`config.mk`:
```
export PLATFORM = sky130hd
export DESIGN_NAME = note_grid_table_top
export DESIGN_NICKNAME = d
export VERILOG_FILES = /design/src/sv/ngt_pkg.sv /design/src/sv/ngt_ram.sv /design/src/sv/ngt_ctrl.sv /design/src/sv/ngt_dp.sv /design/src/sv/note_grid_table_top.sv
export VERILOG_INCLUDE_DIRS = /design/src /design/src/sv
export SDC_FILE = /design/constraint.sdc
export NUM_CORES = 2
export LEC_CHECK = 0
export BUFFER_PORTS_ARGS = -buffer_cell sky130_fd_sc_hd__buf_2
export CORE_UTILIZATION = 45
export CTS_CLUSTER_DIAMETER = 30
export CTS_CLUSTER_SIZE = 25
export DETAILED_ROUTE_END_ITERATION = 7
export PLACE_DENSITY = 0.71
export SLEW_MARGIN = 40
export SYNTH_ARGS = -nofsm -noshare
export SYNTH_HDL_FRONTEND = slang
export SYNTH_SLANG_ARGS = --single-unit
```
`constraint.sdc`:
```
create_clock -name i_clk -period 12.8 [get_ports i_clk]
set_clock_uncertainty 0.2 [all_clocks]
set_input_delay 2.56 -clock i_clk [delete_from_list [all_inputs] [get_ports i_clk]]
set_output_delay 2.56 -clock i_clk [all_outputs]
set_load 0.005 [all_outputs]
```
`src/sv/note_grid_table_top_defines.svh`:
```
// ----------------------------------------------------------------------------
// note_grid_table_top_defines: assertion macros
// Shared property wrappers, clocked on i_clk and disabled while i_rst_n is low.
// ----------------------------------------------------------------------------
`ifndef NOTE_GRID_TABLE_TOP_DEFINES_SVH
`define NOTE_GRID_TABLE_TOP_DEFINES_SVH

// same-cycle implication
`define NGT_ASSERT_NOW(lbl, ante, cons, msg) \
    lbl: assert property (@(posedge i_clk) disable iff (!i_rst_n) (ante) |-> (cons)) \
        else $error(msg);

// next-cycle implication
`define NGT_ASSERT_NEXT(lbl, ante, cons, msg) \
    lbl: assert property (@(posedge i_clk) disable iff (!i_rst_n) (ante) |=> (cons)) \
        else $error(msg);

`endif

```
`src/sv/ngt_pkg.sv`:
```
// ----------------------------------------------------------------------------
// ngt_pkg
// Types, result codes and note type tables of the note grid table.
// ----------------------------------------------------------------------------
`default_nettype none

package ngt_pkg;

    localparam int TYPE_KINDS = 7;
    localparam int ENTRY_W    = 13;
    localparam int IN_DATA_W  = 16;
    localparam int OUT_DATA_W = 32;

    typedef enum logic [2:0] {
        ST_OK        = 3'd0,
        ST_RANGE     = 3'd1,
        ST_OCCUPIED  = 3'd2,
        ST_FULL      = 3'd3,
        ST_NOT_FOUND = 3'd4
    } t_status;

    typedef enum logic [2:0] {
        S_IDLE,
        S_CHECK,
        S_SCAN,
        S_APPEND,
        S_DROP,
        S_MOVE_RD,
        S_MOVE_WR,
        S_RESULT
    } t_state;

    // stored note, column in the low bits
    typedef struct packed {
        logic [2:0] kind;
        logic [3:0] slot;
        logic [1:0] staff;
        logic [3:0] col;
    } t_entry;

    typedef struct packed {
        logic    accept;
        logic    scan_start;
        logic    scan_run;
        logic    res_set;
        t_status res_code;
        logic    append;
        logic    move_rd;
        logic    move_wr;
        logic    drop;
        logic    load_out;
    } t_cmd;

    typedef struct packed {
        logic is_delete;
        logic range_bad;
        logic count_zero;
        logic count_full;
        logic hit;
        logic scan_end;
        logic last_hit;
        logic out_free;
    } t_sts;

    function automatic logic [2:0] heads_of(input logic [2:0] kind);
        logic [2:0] h;
        case (kind)
            3'd3:    h = 3'd2;
            3'd4:    h = 3'd4;
            3'd5:    h = 3'd2;
            default: h = 3'd1;
        endcase
        return h;
    endfunction

    function automatic logic [6:0] dur_of(input logic [2:0] kind);
        logic [6:0] d;
        case (kind)
            3'd0:    d = 7'd64;
            3'd1:    d = 7'd32;
            3'd2:    d = 7'd16;
            3'd3:    d = 7'd16;
            3'd4:    d = 7'd16;
            3'd5:    d = 7'd8;
            3'd6:    d = 7'd4;
            default: d = 7'd0;
        endcase
        return d;
    endfunction

endpackage

`default_nettype wire

```
`src/sv/ngt_ram.sv`:
```
// ----------------------------------------------------------------------------
// ngt_ram
// Generic single-write, single-read RAM with registered read data.
// ----------------------------------------------------------------------------
`default_nettype none

module ngt_ram #(
    parameter int DATA_W = 13,
    parameter int DEPTH  = 256,
    parameter int ADDR_W = (DEPTH > 1) ? $clog2(DEPTH) : 1
) (
    input  wire logic              i_clk,
    input  wire logic              i_wr_en,
    input  wire logic [ADDR_W-1:0] i_wr_addr,
    input  wire logic [DATA_W-1:0] i_wr_data,
    input  wire logic              i_rd_en,
    input  wire logic [ADDR_W-1:0] i_rd_addr,
    output logic      [DATA_W-1:0] o_rd_data
);

    logic [DATA_W-1:0] r_mem [DEPTH];
    logic [DATA_W-1:0] r_rd_data;

    always_ff @(posedge i_clk) begin
        if (i_wr_en) begin
            r_mem[i_wr_addr] <= i_wr_data;
        end
        if (i_rd_en) begin
            r_rd_data <= r_mem[i_rd_addr];
        end
    end

    assign o_rd_data = r_rd_data;

endmodule

`default_nettype wire

```
`src/sv/ngt_ctrl.sv`:
```
// ----------------------------------------------------------------------------
// ngt_ctrl
// Request sequencer: range check, table scan, append or remove, result beat.
// ----------------------------------------------------------------------------
`default_nettype none

module ngt_ctrl (
    input  wire logic          i_clk,
    input  wire logic          i_rst_n,
    input  wire logic          i_s_axis_tvalid,
    output logic               o_s_axis_tready,
    input  wire ngt_pkg::t_sts i_sts,
    output ngt_pkg::t_cmd      o_cmd
);

    ngt_pkg::t_state r_state;
    ngt_pkg::t_state n_state;

    always_ff @(posedge i_clk) begin
        if (!i_rst_n) begin
            r_state <= ngt_pkg::S_IDLE;
        end else begin
            r_state <= n_state;
        end
    end

    always_comb begin
        n_state         = r_state;
        o_cmd           = '0;
        o_cmd.res_code  = ngt_pkg::ST_OK;
        o_s_axis_tready = 1'b0;
        case (r_state)
            ngt_pkg::S_IDLE: begin
                // hold off requests while in reset
                o_s_axis_tready = i_rst_n;
                if (i_s_axis_tvalid && i_rst_n) begin
                    o_cmd.accept = 1'b1;
                    n_state      = ngt_pkg::S_CHECK;
                end
            end
            ngt_pkg::S_CHECK: begin
                if (!i_sts.is_delete && i_sts.range_bad) begin
                    o_cmd.res_set  = 1'b1;
                    o_cmd.res_code = ngt_pkg::ST_RANGE;
                    n_state        = ngt_pkg::S_RESULT;
                end else if (i_sts.count_zero) begin
                    if (i_sts.is_delete) begin
                        o_cmd.res_set  = 1'b1;
                        o_cmd.res_code = ngt_pkg::ST_NOT_FOUND;
                        n_state        = ngt_pkg::S_RESULT;
                    end else begin
                        n_state = ngt_pkg::S_APPEND;
                    end
                end else begin
                    o_cmd.scan_start = 1'b1;
                    n_state          = ngt_pkg::S_SCAN;
                end
            end
            ngt_pkg::S_SCAN: begin
                o_cmd.scan_run = 1'b1;
                if (i_sts.hit) begin
                    if (i_sts.is_delete) begin
                        n_state = i_sts.last_hit ? ngt_pkg::S_DROP : ngt_pkg::S_MOVE_RD;
                    end else begin
                        o_cmd.res_set  = 1'b1;
                        o_cmd.res_code = ngt_pkg::ST_OCCUPIED;
                        n_state        = ngt_pkg::S_RESULT;
                    end
                end else if (i_sts.scan_end) begin
                    if (i_sts.is_delete) begin
                        o_cmd.res_set  = 1'b1;
                        o_cmd.res_code = ngt_pkg::ST_NOT_FOUND;
                        n_state        = ngt_pkg::S_RESULT;
                    end else if (i_sts.count_full) begin
                        o_cmd.res_set  = 1'b1;
                        o_cmd.res_code = ngt_pkg::ST_FULL;
                        n_state        = ngt_pkg::S_RESULT;
                    end else begin
                        n_state = ngt_pkg::S_APPEND;
                    end
                end
            end
            ngt_pkg::S_APPEND: begin
                o_cmd.append  = 1'b1;
                o_cmd.res_set = 1'b1;
                n_state       = ngt_pkg::S_RESULT;
            end
            ngt_pkg::S_DROP: begin
                o_cmd.drop    = 1'b1;
                o_cmd.res_set = 1'b1;
                n_state       = ngt_pkg::S_RESULT;
            end
            ngt_pkg::S_MOVE_RD: begin
                // fetch the last entry to refill the hole
                o_cmd.move_rd = 1'b1;
                n_state       = ngt_pkg::S_MOVE_WR;
            end
            ngt_pkg::S_MOVE_WR: begin
                o_cmd.move_wr = 1'b1;
                o_cmd.res_set = 1'b1;
                n_state       = ngt_pkg::S_RESULT;
            end
            ngt_pkg::S_RESULT: begin
                if (i_sts.out_free) begin
                    o_cmd.load_out = 1'b1;
                    n_state        = ngt_pkg::S_IDLE;
                end
            end
            default: begin
                n_state = ngt_pkg::S_IDLE;
            end
        endcase
    end

endmodule

`default_nettype wire

```
`src/sv/ngt_dp.sv`:
```
// ----------------------------------------------------------------------------
// ngt_dp
// Datapath: request and config registers, note RAM, scan compare, result beat.
// ----------------------------------------------------------------------------
`default_nettype none
`include "note_grid_table_top_defines.svh"

module ngt_dp #(
    parameter int TABLE_DEPTH  = 256,
    parameter int GRID_COLUMNS = 16,
    parameter int STAFF_COUNT  = 4
) (
    input  wire logic                               i_clk,
    input  wire logic                               i_rst_n,
    input  wire logic                               i_cfg_valid,
    input  wire logic [3:0]                         i_cfg_data,
    input  wire logic [ngt_pkg::IN_DATA_W-1:0]      i_s_axis_tdata,
    input  wire logic                               i_s_axis_tuser,
    output logic                                    o_m_axis_tvalid,
    input  wire logic                               i_m_axis_tready,
    output logic      [ngt_pkg::OUT_DATA_W-1:0]     o_m_axis_tdata,
    input  wire ngt_pkg::t_cmd                      i_cmd,
    output ngt_pkg::t_sts                           o_sts
);

    localparam int IDX_W = (TABLE_DEPTH > 1) ? $clog2(TABLE_DEPTH) : 1;
    localparam int CNT_W = $clog2(TABLE_DEPTH + 1);

    // request
    logic             r_req_del;
    ngt_pkg::t_entry  r_req;
    logic [3:0]       r_first_col;

    // table
    logic [CNT_W-1:0] r_count;
    logic [CNT_W-1:0] r_scan;
    logic             r_cmp_vld;
    logic [IDX_W-1:0] r_cmp_idx;
    logic [IDX_W-1:0] r_hit_idx;

    // result
    ngt_pkg::t_status r_res_status;
    logic [IDX_W-1:0] r_res_idx;
    logic [6:0]       r_res_dur;
    logic             r_out_valid;
    logic [ngt_pkg::OUT_DATA_W-1:0] r_out_data;

    logic [IDX_W-1:0]           w_last_idx;
    logic                       w_wr_en;
    logic [IDX_W-1:0]           w_wr_addr;
    logic [ngt_pkg::ENTRY_W-1:0] w_wr_data;
    logic [IDX_W-1:0]           w_rd_addr;
    logic [ngt_pkg::ENTRY_W-1:0] w_rd_data;
    ngt_pkg::t_entry            w_ent;
    logic [4:0]                 w_ent_last;
    logic [4:0]                 w_req_last;
    logic                       w_match;
    logic                       w_hit;
    logic                       w_count_full;
    logic                       w_res_ok;

    assign w_last_idx = IDX_W'(r_count - CNT_W'(1));

    ngt_ram #(
        .DATA_W (ngt_pkg::ENTRY_W),
        .DEPTH  (TABLE_DEPTH),
        .ADDR_W (IDX_W)
    ) u_ram (
        .i_clk     (i_clk),
        .i_wr_en   (w_wr_en),
        .i_wr_addr (w_wr_addr),
        .i_wr_data (w_wr_data),
        .i_rd_en   (i_cmd.scan_run | i_cmd.move_rd),
        .i_rd_addr (w_rd_addr),
        .o_rd_data (w_rd_data)
    );

    always_comb begin
        w_wr_en   = i_cmd.append | i_cmd.move_wr;
        w_wr_addr = i_cmd.move_wr ? r_hit_idx : r_count[IDX_W-1:0];
        w_wr_data = i_cmd.move_wr ? w_rd_data : ngt_pkg::ENTRY_W'(r_req);
        w_rd_addr = i_cmd.move_rd ? w_last_idx : r_scan[IDX_W-1:0];
    end

    // compare the entry that arrived from the previous read
    always_comb begin
        w_ent      = ngt_pkg::t_entry'(w_rd_data);
        w_ent_last = {1'b0, w_ent.col} + {2'b00, ngt_pkg::heads_of(w_ent.kind)} - 5'd1;
        w_req_last = {1'b0, r_req.col} + {2'b00, ngt_pkg::heads_of(r_req.kind)} - 5'd1;
        if (r_req_del) begin
            w_match = (w_ent.staff == r_req.staff) && (w_ent.slot == r_req.slot) &&
                      (r_req.col >= w_ent.col) && ({1'b0, r_req.col} <= w_ent_last);
        end else begin
            w_match = (w_ent.staff == r_req.staff) &&
                      ({1'b0, w_ent.col} <= w_req_last) && ({1'b0, r_req.col} <= w_ent_last);
        end
        w_hit        = i_cmd.scan_run && r_cmp_vld && w_match;
        w_count_full = (r_count == CNT_W'(TABLE_DEPTH));
        w_res_ok     = (i_cmd.res_code == ngt_pkg::ST_OK);
    end

    always_comb begin
        o_sts.is_delete  = r_req_del;
        o_sts.range_bad  = (32'(r_req.kind) >= ngt_pkg::TYPE_KINDS) ||
                           (32'(r_req.staff) >= 32'(STAFF_COUNT)) ||
                           (r_req.col < r_first_col) ||
                           (32'(w_req_last) >= 32'(GRID_COLUMNS));
        o_sts.count_zero = (r_count == '0);
        o_sts.count_full = w_count_full;
        o_sts.hit        = w_hit;
        o_sts.scan_end   = r_cmp_vld && (r_cmp_idx == w_last_idx);
        o_sts.last_hit   = (r_cmp_idx == w_last_idx);
        o_sts.out_free   = !r_out_valid || i_m_axis_tready;
    end

    always_ff @(posedge i_clk) begin
        if (!i_rst_n) begin
            r_first_col <= 4'd2;
            r_count     <= '0;
            r_cmp_vld   <= 1'b0;
            r_out_valid <= 1'b0;
        end else begin
            if (i_cfg_valid) begin
                r_first_col <= i_cfg_data;
            end
            if (i_cmd.append) begin
                r_count <= r_count + CNT_W'(1);
            end else if (i_cmd.move_wr || i_cmd.drop) begin
                r_count <= r_count - CNT_W'(1);
            end
            if (i_cmd.scan_start) begin
                r_cmp_vld <= 1'b0;
            end else if (i_cmd.scan_run) begin
                r_cmp_vld <= (r_scan < r_count);
            end
            if (i_cmd.load_out) begin
                r_out_valid <= 1'b1;
            end else if (i_m_axis_tready) begin
                r_out_valid <= 1'b0;
            end
        end
    end

    always_ff @(posedge i_clk) begin
        if (i_cmd.accept) begin
            r_req_del <= i_s_axis_tuser;
            r_req     <= ngt_pkg::t_entry'(i_s_axis_tdata[ngt_pkg::ENTRY_W-1:0]);
        end
        if (i_cmd.scan_start) begin
            r_scan <= '0;
        end else if (i_cmd.scan_run && (r_scan < r_count)) begin
            r_cmp_idx <= r_scan[IDX_W-1:0];
            r_scan    <= r_scan + CNT_W'(1);
        end
        if (w_hit) begin
            r_hit_idx <= r_cmp_idx;
        end
        if (i_cmd.res_set) begin
            r_res_status <= i_cmd.res_code;
            if (!w_res_ok) begin
                r_res_idx <= '0;
            end else if (r_req_del) begin
                r_res_idx <= r_hit_idx;
            end else begin
                r_res_idx <= r_count[IDX_W-1:0];
            end
            r_res_dur <= (w_res_ok && !r_req_del) ? ngt_pkg::dur_of(r_req.kind) : 7'd0;
        end
        if (i_cmd.load_out) begin
            // count is already updated when the beat is built
            r_out_data <= {5'd0, r_res_dur, 8'(r_res_idx), 9'(r_count), r_res_status};
        end
    end

    assign o_m_axis_tvalid = r_out_valid;
    assign o_m_axis_tdata  = r_out_data;

    `NGT_ASSERT_NOW(a_count_bound, 1'b1, 32'(r_count) <= 32'(TABLE_DEPTH), "count above depth")
    `NGT_ASSERT_NOW(a_append_room, i_cmd.append, !w_count_full, "append into full table")
    `NGT_ASSERT_NOW(a_remove_nonempty, i_cmd.move_wr || i_cmd.drop, r_count != '0, "remove from empty table")
    `NGT_ASSERT_NEXT(a_append_count, i_cmd.append, r_count == $past(r_count) + CNT_W'(1), "append did not bump count")
    `NGT_ASSERT_NOW(a_load_free, i_cmd.load_out, !r_out_valid || i_m_axis_tready, "result overwrote pending beat")

endmodule

`default_nettype wire

```
`src/sv/note_grid_table_top.sv`:
```
// ----------------------------------------------------------------------------
// note_grid_table_top
// Placed-note table of a step sequencer grid: place and delete requests.
// ----------------------------------------------------------------------------
// Slave stream takes one request per beat: tuser is the request type
//   (0 place, 1 delete), tdata carries column, staff, pitch row, note type.
//   Master stream returns exactly one result beat per request.
//   The config channel sets first_usable_col; write it only while idle.
// Flow: a place refused on range or a delete on an empty table goes straight
//   to the result; a place into an empty table appends without a scan.
//   Otherwise the notes are scanned one a cycle, each compared on the registered RAM read data. A place
//   that hits is refused, else it appends after the full scan unless the table
//   is full; a delete that hits the last entry drops it, else the last entry
//   is moved into the hole.
// Throughput: one request in flight; the next is taken once the result sits
//   in the output register.
// Reset: note count clears to zero, first_usable_col returns to 2; table
//   contents are not cleared and need no clearing pass. No beat is taken.
// Stall: a result waits in the output register while tready is low; one
//   further request may be taken and finishes up to the point of delivery.
// ----------------------------------------------------------------------------
`default_nettype none

module note_grid_table_top #(
    parameter int TABLE_DEPTH  = 256,
    parameter int GRID_COLUMNS = 16,
    parameter int STAFF_COUNT  = 4
) (
    input  wire logic        i_clk,
    input  wire logic        i_rst_n,
    // config write
    input  wire logic        i_cfg_valid,
    output logic             o_cfg_ready,
    input  wire logic [3:0]  i_cfg_data,      // first_usable_col
    // request stream
    input  wire logic        i_s_axis_tvalid,
    output logic             o_s_axis_tready,
    input  wire logic [15:0] i_s_axis_tdata,  // column[3:0] staff_index[5:4]
                                              // pitch_row[9:6] glyph_type[12:10]
    input  wire logic        i_s_axis_tuser,  // req_type
    // result stream
    output logic             o_m_axis_tvalid,
    input  wire logic        i_m_axis_tready,
    output logic      [31:0] o_m_axis_tdata   // status[2:0] note_count[11:3]
                                              // entry_index[19:12] duration_64ths[26:20]
);

    ngt_pkg::t_cmd w_cmd;
    ngt_pkg::t_sts w_sts;

    assign o_cfg_ready = i_rst_n;

    ngt_ctrl u_ctrl (
        .i_clk           (i_clk),
        .i_rst_n         (i_rst_n),
        .i_s_axis_tvalid (i_s_axis_tvalid),
        .o_s_axis_tready (o_s_axis_tready),
        .i_sts           (w_sts),
        .o_cmd           (w_cmd)
    );

    ngt_dp #(
        .TABLE_DEPTH  (TABLE_DEPTH),
        .GRID_COLUMNS (GRID_COLUMNS),
        .STAFF_COUNT  (STAFF_COUNT)
    ) u_dp (
        .i_clk           (i_clk),
        .i_rst_n         (i_rst_n),
        .i_cfg_valid     (i_cfg_valid),
        .i_cfg_data      (i_cfg_data),
        .i_s_axis_tdata  (i_s_axis_tdata),
        .i_s_axis_tuser  (i_s_axis_tuser),
        .o_m_axis_tvalid (o_m_axis_tvalid),
        .i_m_axis_tready (i_m_axis_tready),
        .o_m_axis_tdata  (o_m_axis_tdata),
        .i_cmd           (w_cmd),
        .o_sts           (w_sts)
    );

endmodule

`default_nettype wire
```
==> metrics.md <==
| Metric | Value |
|---|---|
| Distinct cells, synth | `93` |
| Layout cells sized above 1 | `0.146` |
| Vias per inst | `6.13` |
| Chip width | `553 um` |
| DRT iter0 DRCs | `13400` |
| Switching Share | `0.332` |
| CTS Hold Buffers Added | `0` |
| Synth warn | `0` |
| Endpoint, Worst Hold | `u_dp.o_m_axis_tdata[0]$_DFFE_PP_` |
| Max cap viols | `0` |
| VDD IR max | `0.166 mV` |
| Crit-path max FO | `129` |
| Syn Inst Count | `9636` |
| Die height | `553 um` |
| Worst-Margin Slew | `1.04 ns` |
| CP dominant cell by count | `buf_4` |
| CTS Buf Count | `555` |
| Leak | `54.9 nW` |
| Total Routing Usage GR | `0.251` |
| Clk buf depth | `4` |
| Worst hold stages | `0` |
| Fillers | `23000` |
| P_sw | `0.0125 W` |
| Max-slew violations | `0` |
| Synth area leader | `edfxtp_1` |
| Final GP Congestion | `0.951` |
| Post-route cell area | `162000 um^2` |
| Comb pwr share | `0.256` |
| Reg-to-reg endpoint | `u_dp.u_ram.o_rd_data[12]$_DFFE_PP_` |
| Cell Area, Placed | `143000 um^2` |
| Req. time, crit path | `13.34 ns` |
| CTS tree | `done` |
| Final core utilization | `0.538` |
| Final Hold Viols | `0` |
| Largest cells by area after synthesis | `edfxtp_1 75%, nand2_1 6.0%, nand3_1 2.7%` |
| Avg Inst Size Synth | `14.2 um^2` |
| Clk_lat worst skew | `0.94 ns` |
| Synth Flop Type | `edfxtp_1` |
| Hold Startpoint | `u_dp.r_res_status[0]$_DFFE_PP_` |
| # setup viols final | `0` |
| Post-CTS Resized | `0` |
| Detail Route met3 WL | `51700 um` |
| Synth-to-layout area growth | `18.6%` |
| Worst Reg-to-Reg Cells | `15` |
| Synthesized flop and latch total | `3439` |
| Post-synthesis sequential area ratio | `0.755` |
| Nets | `10100` |
| First-pass GRT wire length | `569000 um` |
| Core Area | `301000 um^2` |
| Number of port buffers | `50` |
| Multi-input gate area | `30900 um^2` |
| Cell Chain, Critical Path | `inv_1 -> ha_1 -> nand4b_1 -> buf_4 -> a21boi_4 -> buf_12 -> buf_4 -> buf_4 -> a21oi_1 -> a22oi_1 -> nor2_1 -> or4_1 -> a21oi_1 -> a2111oi_0 -> o2111ai_1` |
| RSZ-0062 raised after global routing | `false` |
| Clock-pin slew on the worst setup and hold paths | `0.05 ns` |
| Slew HR | `0.305` |
| Outcome | `complete, but fails checks` |
| Crit-path leading delay family | `buffers and inverters` |
| Sink Count | `3439` |
| Ratio of final minimum period to clock period | `0.561` |
| Asr flop ratio synth | `0` |
| Clk pwr share | `0.392` |
| Reg area | `103000 um^2` |
| FF-to-FF setup slack | `5.62 ns` |
| HPWL Detailed | `223000 um` |
| Setup crit end kind | `flip-flop` |
| Vias in the first global route | `85400` |
| Cell Area, Synth | `136000 um^2` |
| Fmax | `139 MHz` |
| Post-synth EDFFs | `3412` |
| Post-synth top cells | `3412 x edfxtp_1, 2167 x nand2_1, 725 x nand3_1` |
| Failing checks | `design-rule violations` |
| Worst path slowest cell | `buf_4` |
| Post-synth top area share | `0.751` |
| Worst hold path class | `reg2reg` |
| Clock H-tree levels | `6` |
| Crit path buf inv count | `5` |
| Tmin final | `7.18 ns` |
| Top Layer Used | `met5` |
| Initial Util | `0.453` |
| Die area | `305000 um^2` |
| Seq pwr share | `0.352` |
| CP max stage delay | `0.73 ns` |
| Drc violations | `3` |
| Detail Route Antenna Nets | `0` |
| Int Power | `0.0253 W` |
| Power Total | `0.0378 W` |
| Rows | `201` |
| WL met1 | `143000 um` |
| IO Pins | `61` |
| Initial DRT Pass Iterations | `8` |
| Worst R2R Start | `u_dp.r_count[0]$_SDFFE_PN0P_` |
| Count leader, synth | `edfxtp_1` |
| Drt wl/cell | `27.3 um` |
| Final WL | `395000 um` |
| CP Class | `reg2reg` |
| DR vias | `88600` |
| Setup TNS | `0 ns` |
| Power Dens Cells | `234 nW/um^2` |
| Clock Tree Root | `clkbuf_16` |
| Setup bufs post-CTS | `0` |
| Kind of start point of the critical path | `flip-flop` |
| Initial antenna violation count | `22` |
| Grt total ovfl | `0` |
| Routed met2 length | `180000 um` |
| Worst endpoint data arrival time | `7.72 ns` |
| Pin count of the biggest net entering global routing | `177` |
-- area by class of cell --
| cell class | count | area share |
|---|---|---|
| Sequential cell | 3439 | 0.637 |
| Multi-Input combinational cell | 5507 | 0.191 |
| Clock buffer | 631 | 0.0890 |
| Tap cell | 3958 | 0.0306 |
| Clock inverter | 378 | 0.0261 |
| Timing Repair Buffer | 486 | 0.0252 |
| Inverter | 45 | 0.00104 |
| Antenna cell | 20 | 0.000309 |
-- layout by cell type (no fill, tap or decap), types with 54 or more instances in the layout --
master      instances
a211oi_1           59
a31oi_1           102
edfxtp_1         3412
a32oi_1           158
clkbuf_16         566
a22oi_1           183
mux4_2             54
nand3_1           725
bufinv_16          62
nand4_1           122
a21oi_1           603
clkinvlp_4         56
buf_4             381
a21boi_0           61
clkinv_1           71
clkinv_2           75
clkbuf_1           65
a21o_1             60
nor2_1            278
nand2_1          2152
mux2i_1           303
-- worst max-delay path by stage --
stage / start / end / slack (ns) / cells past startpoint
floorplan: u_ctrl.r_state[2]$_SDFFE_PN0P_ / u_dp.u_ram.r_mem[0][0]$_DFFE_PP_ / -0.65 / 6
detailed placement: u_dp.r_count[0]$_SDFFE_PN0P_ / u_dp.u_ram.o_rd_data[5]$_DFFE_PP_ / 6.01 / 12
finish: u_dp.r_count[0]$_SDFFE_PN0P_ / u_dp.u_ram.o_rd_data[12]$_DFFE_PP_ / 5.62 / 15
global placement: u_dp.r_count[0]$_SDFFE_PN0P_ / u_dp.u_ram.o_rd_data[9]$_DFFE_PP_ / 6.04 / 14
CTS: u_dp.r_count[0]$_SDFFE_PN0P_ / u_dp.u_ram.o_rd_data[12]$_DFFE_PP_ / 5.96 / 15
global route: u_dp.r_count[0]$_SDFFE_PN0P_ / u_dp.u_ram.o_rd_data[12]$_DFFE_PP_ / 5.49 / 15
-- flip-flops by register name, summed over array words and instances (netlist names) --
signal                cells
u_dp.r_cmp_vld            1
u_ctrl.r_state            3
u_dp.o_m_axis_tdata      25
u_dp.o_m_axis_tvalid      1
u_dp.u_ram.r_mem       3328
u_dp.r_scan               9
u_dp.r_count              9
u_dp.r_hit_idx            8
u_dp.r_req_del            1
u_dp.r_first_col          4
u_dp.r_res_dur            5
u_dp.r_res_idx            8
u_dp.r_req               13
u_dp.u_ram.o_rd_data     13
u_dp.r_cmp_idx            8
u_dp.r_res_status         3
-- power groups by stage --
stage	logic (W)	clock network [W]	registers, W
after floorplan	0.00612	0	0.0137
after global placement	0.00900	0	0.0135
after detailed placement	0.00928	0	0.0135
after CTS	0.00938	0.0149	0.0133
after global routing	0.0102	0.0154	0.0133
final	0.00969	0.0148	0.0133
-- layer usage --
metal | up-vias | GRT usage
li1 | 37400 | -
met1 | 44000 | 0.324
met2 | 6175 | 0.384
met3 | 1054 | 0.0759
met4 | 8 | 0.127
met5 | - | 0.00172
-- stage by stage --
stage / cells / hold slack (ns) / setup slack [ns]
detailed placement: 13400 / 0.205 / 6.01
CTS: 14400 / 0.217 / 5.96
floorplan: 9642 / 0.200 / -0.648
finish: 14500 / 0.217 / 5.62
global placement: 13400 / 0.201 / 6.04
global route: 14400 / 0.226 / 5.49
-- logic make-up (layout without fill, tap and decap cells) --
group / Yosys count / count (layout) / share of synthesized area
and+or+nand+nor: 3530 / 3530 / 0.111
DFF: 3439 / 3439 / 0.755
AOI/OAI and AO/OA: 1538 / 1538 / 0.0741
buffers and inverters: 696 / 1540 / 0.0222
muxes: 359 / 359 / 0.0313
adders and majority gates: 41 / 41 / 0.00387
xor gates and xnor gates: 32 / 32 / 0.00205
other: 1 / 27 / 0.0000275
(Power assumes the default switching activity.)
